File: config.mk
export PLATFORM = sky130hd
export DESIGN_NAME = sorted_region_table
export DESIGN_NICKNAME = d
export VERILOG_FILES = /design/src/rtl/core/srt_pkg.sv /design/src/rtl/core/srt_ctrl.sv /design/src/rtl/core/srt_dp.sv /design/src/rtl/core/sorted_region_table.sv
export SDC_FILE = /design/constraint.sdc
export NUM_CORES = 2
export LEC_CHECK = 0
export CAP_MARGIN = 15
export CORE_MARGIN = 10
export CORE_UTILIZATION = 30
export CTS_CLUSTER_SIZE = 40
export DETAILED_ROUTE_END_ITERATION = 6
export DONT_BUFFER_PORTS = 1
export GPL_TIMING_DRIVEN = 0
export PLACE_DENSITY = 0.42
export SLEW_MARGIN = 25
export SYNTH_ARGS = -nofsm -noshare
export SYNTH_HDL_FRONTEND = slang
export SYNTH_SLANG_ARGS = --single-unit
File: constraint.sdc
create_clock -name clk -period 8.25 [get_ports clk]
set_clock_uncertainty 0.05 [all_clocks]
set_input_delay 0.825 -clock clk [delete_from_list [all_inputs] [get_ports clk]]
set_output_delay 0.825 -clock clk [all_outputs]
set_load 0.005 [all_outputs]
File: src/rtl/core/srt_pkg.sv
`default_nettype none
package srt_pkg;
    localparam int MAX_REGIONS = 16;
    localparam int PAGE_BYTES = 4096;
    localparam int ADDR_BITS = 39;
    localparam int PAGE_SHIFT = $clog2(PAGE_BYTES);
    localparam int PAGE_W = ADDR_BITS - PAGE_SHIFT;
    localparam int IDX_W = $clog2(MAX_REGIONS);
    localparam int CNT_W = $clog2(MAX_REGIONS + 1);

    typedef enum logic [1:0] {
        FUNC_MAP   = 2'd0,
        FUNC_FIND  = 2'd1,
        FUNC_CHECK = 2'd2,
        FUNC_CLEAR = 2'd3
    } func_t;

    typedef enum logic [2:0] {
        ST_OK       = 3'd0,
        ST_WINDOW   = 3'd1,
        ST_OVERLAP  = 3'd2,
        ST_FULL     = 3'd3,
        ST_NOTFOUND = 3'd4,
        ST_DENIED   = 3'd5
    } status_t;

    typedef struct packed {
        logic [1:0]           func;
        logic [ADDR_BITS-1:0] addr;
        logic [ADDR_BITS-1:0] length;
        logic [2:0]           flags;
        logic                 is_write;
    } in_word_t;

    typedef struct packed {
        logic [2:0]           status;
        logic                 hit;
        logic [3:0]           hit_index;
        logic [ADDR_BITS-1:0] hit_start;
        logic [ADDR_BITS-1:0] hit_end;
        logic [2:0]           hit_flags;
    } out_word_t;

    typedef enum logic [3:0] {
        S_IDLE,
        S_DECODE,
        S_SCAN,
        S_SHIFT,
        S_WRITE,
        S_CHK_STEP,
        S_DONE
    } state_t;

    // controller -> datapath
    typedef struct packed {
        logic load;
        logic decode;
        logic scan;
        logic shift;
        logic write;
        logic chk_start;
        logic chk_step;
        logic finish;
    } cmd_t;

    // datapath -> controller
    typedef struct packed {
        logic     early;
        logic     scan_end;
        logic     shift_end;
        logic     chk_done;
        logic [1:0] func;
    } stat_t;
endpackage
`default_nettype wire

File: src/rtl/core/srt_ctrl.sv
`default_nettype none
module srt_ctrl (
    input  wire logic          clk,
    input  wire logic          rst_n,
    input  wire logic          in_fire,
    input  wire logic          out_busy,
    input  wire srt_pkg::stat_t st,
    output srt_pkg::cmd_t      cmd,
    output logic               idle
);
    import srt_pkg::*;

    state_t state_reg, state_next;

    always_ff @(posedge clk or negedge rst_n)
    begin
        if (!rst_n)
            state_reg <= S_IDLE;
        else
            state_reg <= state_next;
    end

    always_comb
    begin
        state_next = state_reg;
        cmd = '0;
        idle = 1'b0;
        unique case (state_reg)
            S_IDLE:
            begin
                idle = 1'b1;
                if (in_fire)
                begin
                    cmd.load = 1'b1;
                    state_next = S_DECODE;
                end
            end
            S_DECODE:
            begin
                cmd.decode = 1'b1;
                if (st.func == FUNC_CLEAR)
                    state_next = S_DONE;
                else if (st.func == FUNC_CHECK)
                    state_next = S_CHK_STEP;
                else
                    state_next = S_SCAN;
            end
            S_SCAN:
            begin
                // window or overlap already decided, stop scanning
                if (st.early)
                    state_next = S_DONE;
                else
                begin
                    cmd.scan = 1'b1;
                    if (st.scan_end)
                        state_next = (st.func == FUNC_MAP) ? S_SHIFT : S_DONE;
                end
            end
            S_SHIFT:
            begin
                // full table is flagged on the last scan cycle
                if (st.early)
                    state_next = S_DONE;
                else
                begin
                    cmd.shift = 1'b1;
                    if (st.shift_end)
                        state_next = S_WRITE;
                end
            end
            S_WRITE:
            begin
                cmd.write = 1'b1;
                state_next = S_DONE;
            end
            S_CHK_STEP:
            begin
                cmd.chk_step = 1'b1;
                if (st.chk_done)
                    state_next = S_DONE;
            end
            S_DONE:
            begin
                if (!out_busy)
                begin
                    cmd.finish = 1'b1;
                    state_next = S_IDLE;
                end
            end
            default: state_next = S_IDLE;
        endcase
    end
endmodule
`default_nettype wire

File: src/rtl/core/srt_dp.sv
`default_nettype none
module srt_dp (
    input  wire logic                           clk,
    input  wire logic                           rst_n,
    input  wire srt_pkg::cmd_t                  cmd,
    input  wire srt_pkg::in_word_t              in_word,
    input  wire logic [srt_pkg::ADDR_BITS-1:0]  win_low,
    input  wire logic [srt_pkg::ADDR_BITS-1:0]  win_high,
    output srt_pkg::stat_t                      st,
    output srt_pkg::out_word_t                  res
);
    import srt_pkg::*;

    logic [PAGE_W-1:0] sp_mem [MAX_REGIONS];
    logic [PAGE_W-1:0] ep_mem [MAX_REGIONS];
    logic [2:0]        fl_mem [MAX_REGIONS];

    logic [CNT_W-1:0]  count_reg;
    in_word_t          req_reg;
    logic [PAGE_W-1:0] sp_reg, ep_reg;
    logic              early_reg;
    logic [CNT_W-1:0]  idx_reg;
    logic [CNT_W-1:0]  pos_reg;
    logic              pos_found_reg;
    logic              found_reg;
    logic [IDX_W-1:0]  fidx_reg;
    logic [ADDR_BITS:0] cur_reg;
    logic [ADDR_BITS:0] end_reg;
    logic [CNT_W:0]    steps_reg;
    logic              chk_done_reg;
    out_word_t         res_reg;

    // map page range
    logic [ADDR_BITS:0] sum;
    logic [PAGE_W:0]    ep_c;
    logic [ADDR_BITS:0] sp_byte;
    assign sum = {1'b0, req_reg.addr} + {1'b0, req_reg.length};
    assign ep_c = {1'b0, sum[ADDR_BITS-1:PAGE_SHIFT]}
                  + {{PAGE_W{1'b0}}, |sum[PAGE_SHIFT-1:0]};
    assign sp_byte = {1'b0, req_reg.addr[ADDR_BITS-1:PAGE_SHIFT], {PAGE_SHIFT{1'b0}}};

    // window checks for map and check
    logic      map_bad, chk_bad;
    out_word_t dec_res;
    assign map_bad = (req_reg.func == FUNC_MAP) &&
                     (sum[ADDR_BITS] ||
                      !({1'b0, req_reg.addr[ADDR_BITS-1:PAGE_SHIFT]} < ep_c) ||
                      sp_byte < {1'b0, win_low} ||
                      ep_c > {1'b0, win_high[ADDR_BITS-1:PAGE_SHIFT]});
    assign chk_bad = (req_reg.func == FUNC_CHECK) &&
                     (sum[ADDR_BITS] || sum[ADDR_BITS-1:0] <= req_reg.addr ||
                      req_reg.addr < win_low || sum[ADDR_BITS-1:0] > win_high);

    always_comb
    begin
        dec_res = '0;
        if (map_bad || chk_bad)
            dec_res.status = ST_WINDOW;
    end

    logic [IDX_W-1:0]  ix;
    logic [PAGE_W-1:0] e_sp, e_ep;
    logic [2:0]        e_fl;
    logic              in_tab;
    assign ix = idx_reg[IDX_W-1:0];
    assign in_tab = idx_reg < count_reg;
    assign e_sp = sp_mem[ix];
    assign e_ep = ep_mem[ix];
    assign e_fl = fl_mem[ix];

    logic [PAGE_W-1:0] find_pg, cur_pg;
    assign find_pg = req_reg.addr[ADDR_BITS-1:PAGE_SHIFT];
    assign cur_pg = cur_reg[ADDR_BITS-1:PAGE_SHIFT];

    // pj is the entry below idx, the source when an entry shifts up one place
    logic [IDX_W-1:0] pj;
    logic [CNT_W-1:0] pj1;
    assign pj1 = idx_reg - CNT_W'(1);
    assign pj = pj1[IDX_W-1:0];

    logic chk_hold;
    assign chk_hold = in_tab && (e_sp <= cur_pg) && (cur_pg < e_ep);

    always_ff @(posedge clk)
    begin
        if (cmd.shift && idx_reg > pos_reg)
        begin
            sp_mem[ix] <= sp_mem[pj];
            ep_mem[ix] <= ep_mem[pj];
            fl_mem[ix] <= fl_mem[pj];
        end
        if (cmd.write)
        begin
            sp_mem[pos_reg[IDX_W-1:0]] <= sp_reg;
            ep_mem[pos_reg[IDX_W-1:0]] <= ep_reg;
            fl_mem[pos_reg[IDX_W-1:0]] <= req_reg.flags;
        end
    end

    always_ff @(posedge clk or negedge rst_n)
    begin
        if (!rst_n)
            count_reg <= '0;
        else if (cmd.decode && req_reg.func == FUNC_CLEAR)
            count_reg <= '0;
        else if (cmd.write)
            count_reg <= count_reg + CNT_W'(1);
    end

    always_ff @(posedge clk)
    begin
        if (cmd.load)
            req_reg <= in_word;
        if (cmd.decode)
        begin
            idx_reg <= '0;
            found_reg <= 1'b0;
            pos_found_reg <= 1'b0;
            pos_reg <= count_reg;
            sp_reg <= req_reg.addr[ADDR_BITS-1:PAGE_SHIFT];
            ep_reg <= ep_c[PAGE_W-1:0];
            cur_reg <= {1'b0, req_reg.addr};
            end_reg <= sum;
            steps_reg <= '0;
            chk_done_reg <= chk_bad;
            res_reg <= dec_res;
            early_reg <= map_bad || chk_bad || (req_reg.func == FUNC_CLEAR);
        end
        if (cmd.scan)
        begin
            idx_reg <= (idx_reg == count_reg) ? count_reg : idx_reg + CNT_W'(1);
            if (req_reg.func == FUNC_MAP)
            begin
                if (in_tab && e_sp < ep_reg && sp_reg < e_ep)
                begin
                    early_reg <= 1'b1;
                    res_reg.status <= ST_OVERLAP;
                end
                if (in_tab && !pos_found_reg && !(e_sp <= sp_reg))
                begin
                    pos_found_reg <= 1'b1;
                    pos_reg <= idx_reg;
                end
                if (idx_reg == count_reg)
                begin
                    if (count_reg == CNT_W'(MAX_REGIONS) && !early_reg)
                    begin
                        early_reg <= 1'b1;
                        res_reg.status <= ST_FULL;
                    end
                end
            end
            else
            begin
                if (in_tab && !found_reg && e_sp <= find_pg && find_pg < e_ep)
                begin
                    found_reg <= 1'b1;
                    res_reg.hit <= 1'b1;
                    res_reg.hit_index <= 4'(ix);
                    res_reg.hit_start <= ADDR_BITS'({e_sp, {PAGE_SHIFT{1'b0}}});
                    res_reg.hit_end <= ADDR_BITS'({e_ep, {PAGE_SHIFT{1'b0}}});
                    res_reg.hit_flags <= e_fl;
                end
                if (idx_reg == count_reg && !found_reg &&
                    !(in_tab && e_sp <= find_pg && find_pg < e_ep))
                    res_reg.status <= ST_NOTFOUND;
            end
        end
        if (cmd.shift)
        begin
            if (idx_reg > pos_reg)
                idx_reg <= idx_reg - CNT_W'(1);
            else
            begin
                res_reg.hit <= 1'b1;
                res_reg.hit_index <= 4'(pos_reg[IDX_W-1:0]);
                res_reg.hit_start <= ADDR_BITS'({sp_reg, {PAGE_SHIFT{1'b0}}});
                res_reg.hit_end <= ADDR_BITS'({ep_reg, {PAGE_SHIFT{1'b0}}});
                res_reg.hit_flags <= req_reg.flags;
            end
        end
        if (cmd.chk_step && !chk_done_reg)
        begin
            if (!(cur_reg < end_reg) || steps_reg > (CNT_W+1)'(MAX_REGIONS))
            begin
                chk_done_reg <= 1'b1;
                res_reg.status <= (cur_reg < end_reg) ? ST_DENIED : ST_OK;
            end
            else if (chk_hold)
            begin
                idx_reg <= '0;
                steps_reg <= steps_reg + (CNT_W+1)'(1);
                cur_reg <= {1'b0, e_ep, {PAGE_SHIFT{1'b0}}};
                if (!(req_reg.is_write ? e_fl[1] : e_fl[0]) ||
                    (req_reg.is_write && e_fl[2] && cur_pg == e_sp))
                begin
                    chk_done_reg <= 1'b1;
                    res_reg.status <= ST_DENIED;
                end
            end
            else if (!in_tab)
            begin
                chk_done_reg <= 1'b1;
                res_reg.status <= ST_DENIED;
            end
            else
                idx_reg <= idx_reg + CNT_W'(1);
        end
    end

    assign st.early = early_reg;
    assign st.scan_end = (idx_reg == count_reg) ||
                         (req_reg.func != FUNC_MAP && found_reg);
    assign st.shift_end = !(idx_reg > pos_reg);
    assign st.chk_done = chk_done_reg;
    assign st.func = req_reg.func;
    assign res = res_reg;
endmodule
`default_nettype wire

File: src/rtl/core/sorted_region_table.sv
// sorted_region_table: sorted region table with map, find, check and clear
// map scans the table then shifts entries up; check takes up to 17 span steps,
// visiting up to 16 table entries per step
// throughput: one word at a time, next word taken after the result is handed over
// reset: rst_n async low empties the table and restores the full user window
`default_nettype none
module sorted_region_table (
    input  wire logic                clk,
    input  wire logic                rst_n,
    input  wire logic                in_valid,
    output logic                     in_stall,
    input  wire srt_pkg::in_word_t   in_data,
    output logic                     out_valid,
    input  wire logic                out_stall,
    output srt_pkg::out_word_t       out_data,
    input  wire logic                psel,
    input  wire logic                penable,
    input  wire logic                pwrite,
    input  wire logic [3:0]          paddr,
    input  wire logic [63:0]         pwdata,
    output logic [63:0]              prdata,
    output logic                     pready
);
    import srt_pkg::*;

    localparam logic [3:0] ADDR_LOW  = 4'h0;
    localparam logic [3:0] ADDR_HIGH = 4'h8;

    logic [ADDR_BITS-1:0] win_low_reg, win_high_reg;
    cmd_t      cmd;
    stat_t     st;
    out_word_t res;
    logic      idle;
    logic      out_valid_reg;
    out_word_t out_reg;

    assign pready = 1'b1;

    // register writes during access phase
    always_ff @(posedge clk or negedge rst_n)
    begin
        if (!rst_n)
        begin
            win_low_reg <= '0;
            win_high_reg <= '1;
        end
        else if (psel && penable && pwrite)
        begin
            unique case (paddr)
                ADDR_LOW:  win_low_reg <= pwdata[ADDR_BITS-1:0];
                ADDR_HIGH: win_high_reg <= pwdata[ADDR_BITS-1:0];
                default: ;
            endcase
        end
    end

    always_comb
    begin
        unique case (paddr)
            ADDR_LOW:  prdata = 64'(win_low_reg);
            ADDR_HIGH: prdata = 64'(win_high_reg);
            default:   prdata = '0;
        endcase
    end

    // accept only when the controller is idle
    assign in_stall = !idle;

    srt_ctrl u_ctrl (
        .clk     (clk),
        .rst_n   (rst_n),
        .in_fire (in_valid && idle),
        .out_busy(out_valid_reg && out_stall),
        .st      (st),
        .cmd     (cmd),
        .idle    (idle)
    );

    srt_dp u_dp (
        .clk     (clk),
        .rst_n   (rst_n),
        .cmd     (cmd),
        .in_word (in_data),
        .win_low (win_low_reg),
        .win_high(win_high_reg),
        .st      (st),
        .res     (res)
    );

    // output word register, next word may start while this one waits
    always_ff @(posedge clk or negedge rst_n)
    begin
        if (!rst_n)
            out_valid_reg <= 1'b0;
        else if (cmd.finish)
            out_valid_reg <= 1'b1;
        else if (!out_stall)
            out_valid_reg <= 1'b0;
    end

    always_ff @(posedge clk)
    begin
        if (cmd.finish)
            out_reg <= res;
    end

    assign out_valid = out_valid_reg;
    assign out_data = out_reg;

    a_stall_holds: assert property (@(posedge clk) disable iff (!rst_n)
        out_valid && out_stall |=> out_valid && $stable(out_data))
        else $error("output word changed under stall");
    a_finish_free: assert property (@(posedge clk) disable iff (!rst_n)
        cmd.finish |-> !(out_valid && out_stall))
        else $error("result overwrote a waiting word");
    a_status_range: assert property (@(posedge clk) disable iff (!rst_n)
        out_valid |-> out_data.status <= ST_DENIED)
        else $error("status code out of range");
endmodule
`default_nettype wire

==> flow_summary.ini <==
[worst_setup_path]
crit_family = buffers and inverters
worstPathCellList = buf_2, clkdlybuf4s15_2, clkdlybuf4s15_2, clkbuf_2, mux4_2, a22oi_1, nand2_1, ha_1, nand4_1, or2_2, nor3_1, nand2_1, nand2_1, a21oi_1, nor3_2, nand3_2, clkbuf_2, clkbuf_2, nand3_1, o21ai_0
reg2reg_from = u_dp.idx_reg[2]
arrival_ps = 8860
path_max_fanout = 10
slowest_delay_ps = 600
end_kind = flop
crit_type = flop to flop
slowest_stage = clkdlybuf4s15_2
worst_ep_required_time_ps = 8910
cp.buffers_inverters = 6
cp-startpoint = u_dp.idx_reg[2]
start_kind = flop

[sta]
tightest_slew_ps = 1114
fmax_ghz = 0.1220
min_period_over_period_pct = 99.39
setup_violations = 0
finalMaxSlewViolations = 0
timing.final.ws_setup_ps = 50.65
slew_headroom_pct = 25.74
hold_viol = 0
hold_ws_ps = 42.90
tns_ps = 0
min_period_ps = 8199

[yosys]
ys.warnings.count = 0
ys_ff_latch = 1415
synthArstFlopShare_pct = 6.148
syn_area_um2 = 73590
ys_seq_area_share_pct = 55.19
synth_top_flop_cell = edfxtp_1
synth_top_area_share_pct = 48.11
yosysTopAreaCell = edfxtp_1
synthCells = 5627
ys_top_cells_by_area = edfxtp_1 (48%), mux4_2 (11%), ha_1 (7.5%)
avgSynthCellArea_um2 = 13.08
ys_types = 100
synth_edf_count = 1179

[layout]
area_growth_pct = 19.92
final_cells = 9436
nets = 6690
top_regs = u_dp.ep_mem x432, u_dp.sp_mem x432
utilization_pct = 36.21
drive_gt1_share_pct = 18.39

[run_status]
status = completed

[cts]
htreeDepth = 4
clockBufferDepth = 3
cts.sinks = 1415
clk_pin_slew_ps = 60
root_buffer = clkbuf_16
cts_tree = built
cts_buffers = 170
clk-insertion-delay-late_ps = 840

[routing]
wl_per_cell_um = 32.65
vias = 52640
first_pass_iters = 6
via_per_inst = 5.578
drt_wl_total_mm = 308.1
ant_nets = 0
route.detailed.drc = 0
drt_iter0_drc = 5246

[power]
vdd_drop_max_mv = 0.1972
p_leak_nw = 32.54
p_per_area_nw_per_um2 = 455.6

[floorplanning]
die_w_um = 515.3
start_util_pct = 30.20
die_h_um = 515.3
coreArea_um2 = 243700
die_area_um2 = 265500
rows = 181
ios = 315

[placed_design]
pre_cts_ws_ps = -1519
hpwl_mm = 234.5
port_buffers = 0
placedCellCount = 8997
gp_congestion = 0.8664

[global_route]
grt_pass1_wl_mm = 424.8
grt_usage_pct = 22.56
grt.overflow.total = 0
grt_pass1_vias = 52090
grt_max_degree = 88
antenna_found_initial = 24

[hold_path]
hold_path.class = primary input to flop
holdCritStartpoint = pwdata[21]

[run]
maxCapViolations = 0
-- per-stage QoR --
stage               instance area [um^2]  power (mW)
global placement                   77680       30.99
detailed placement                 80840       32.17
CTS                                87920       40.13
global route                       88240       42.19
floorplan                          73680       22.91
finish                             88240       40.20
-- where the power goes --
part | total, mW | internal, mW | switching, mW
Combinational | 20.4 | 6.90 | 13.5
Sequential | 12.0 | 11.2 | 0.887
Clock | 7.72 | 4.44 | 3.28
Total | 40.2 | 22.5 | 17.7
-- cell usage after synthesis, drive strengths merged, types with 70 or more instances --
library cell  instances
nor2                159
dfxtp               149
nand3               104
nand2               615
edfxtp             1179
mux4                345
buf                 112
o211ai               70
nand4                83
o21ai               308
inv                 319
a21oi               205
nor2b                87
a221oi              114
clkbuf              210
ha                  441
a21o                105
mux2i               238
-- final timing paths --
path	end	slack (ps)	cells past startpoint
worst max-delay path	u_dp.steps_reg[0]	50	20
worst min-delay path	win_high_reg[21]	40	2
worst max register to register	u_dp.steps_reg[0]	50	20
worst min register to register	out_data[7]	370	0
max in group asynchronous	win_high_reg[32]	7140	2
min in group asynchronous	win_low_reg[16]	530	2
-- cells in the final DEF, fill, tap and decap left out, types with 86 or more instances in the layout --
| cell | count |
|---|---|
| inv_1 | 319 |
| a221oi_1 | 112 |
| dfxtp_1 | 148 |
| mux4_2 | 345 |
| edfxtp_1 | 1179 |
| nor2_1 | 139 |
| nand2_1 | 612 |
| a21oi_1 | 199 |
| ha_1 | 439 |
| dlygate4sd3_1 | 101 |
| clkbuf_1 | 172 |
| mux2i_1 | 236 |
| clkbuf_16 | 177 |
| nand3_1 | 98 |
| a21o_1 | 105 |
| nor2b_1 | 86 |
| o21ai_0 | 214 |
-- layer usage --
metal,share of wire [%],GRT usage [%],routed length (um),vias to the layer above
met5,0.019,0,59,-
li1,-,-,-,22620
met4,4.8,9.168,14650,8
met3,6.9,3.878,21320,484
met1,44,31.21,134400,27300
met2,45,35.07,137600,2221
-- cells by family after synthesis --
| group | Yosys count | share of synthesized area, % |
|---|---|---|
| AOI/OAI and AO/OA | 1151 | 10.41 |
| xor gates and xnor gates | 68 | 0.8604 |
| adders and majority gates | 445 | 7.568 |
| buffers and inverters | 643 | 3.450 |
| DFF | 1415 | 55.19 |
| muxes | 593 | 13.95 |
| other | 2 | 0.01021 |
| and+or+nand+nor | 1310 | 8.565 |
-- cell type report --
cell class	count	area, um^2
diodes	2	5.005
plain buffers	322	1545
clock buffers	211	4611
clock inverters	104	1144
fillers	23530	155400
inverters	321	1206
multi-input cells	3593	31220
flip-flops and latches	1415	40610
well taps	3202	4006
repair buffers	266	3887
-- worst reg2reg max path, delay by kind of cell, from the launching register on --
family | cells | cell delay (ps)
buffers and inverters | 6 | 3090
and+or+nand+nor | 9 | 3060
DFF | 1 | 550
adders and majority gates | 1 | 540
muxes | 1 | 400
AOI/OAI and AO/OA | 3 | 400
-- repair_timing --
| action | 4_1_cts | 5_1_grt |
|---|---|---|
| setup buffers | 12 | 7 |
| endpoints found under the hold margin | 199 | 0 |
| gates resized for setup | 55 | 50 |
| hold buffers | 102 | 0 |
| pin swaps | 7 | 9 |
| endpoints found under the setup margin | 138 | 111 |
No activity file was read; power rests on OpenSTA's default activity.
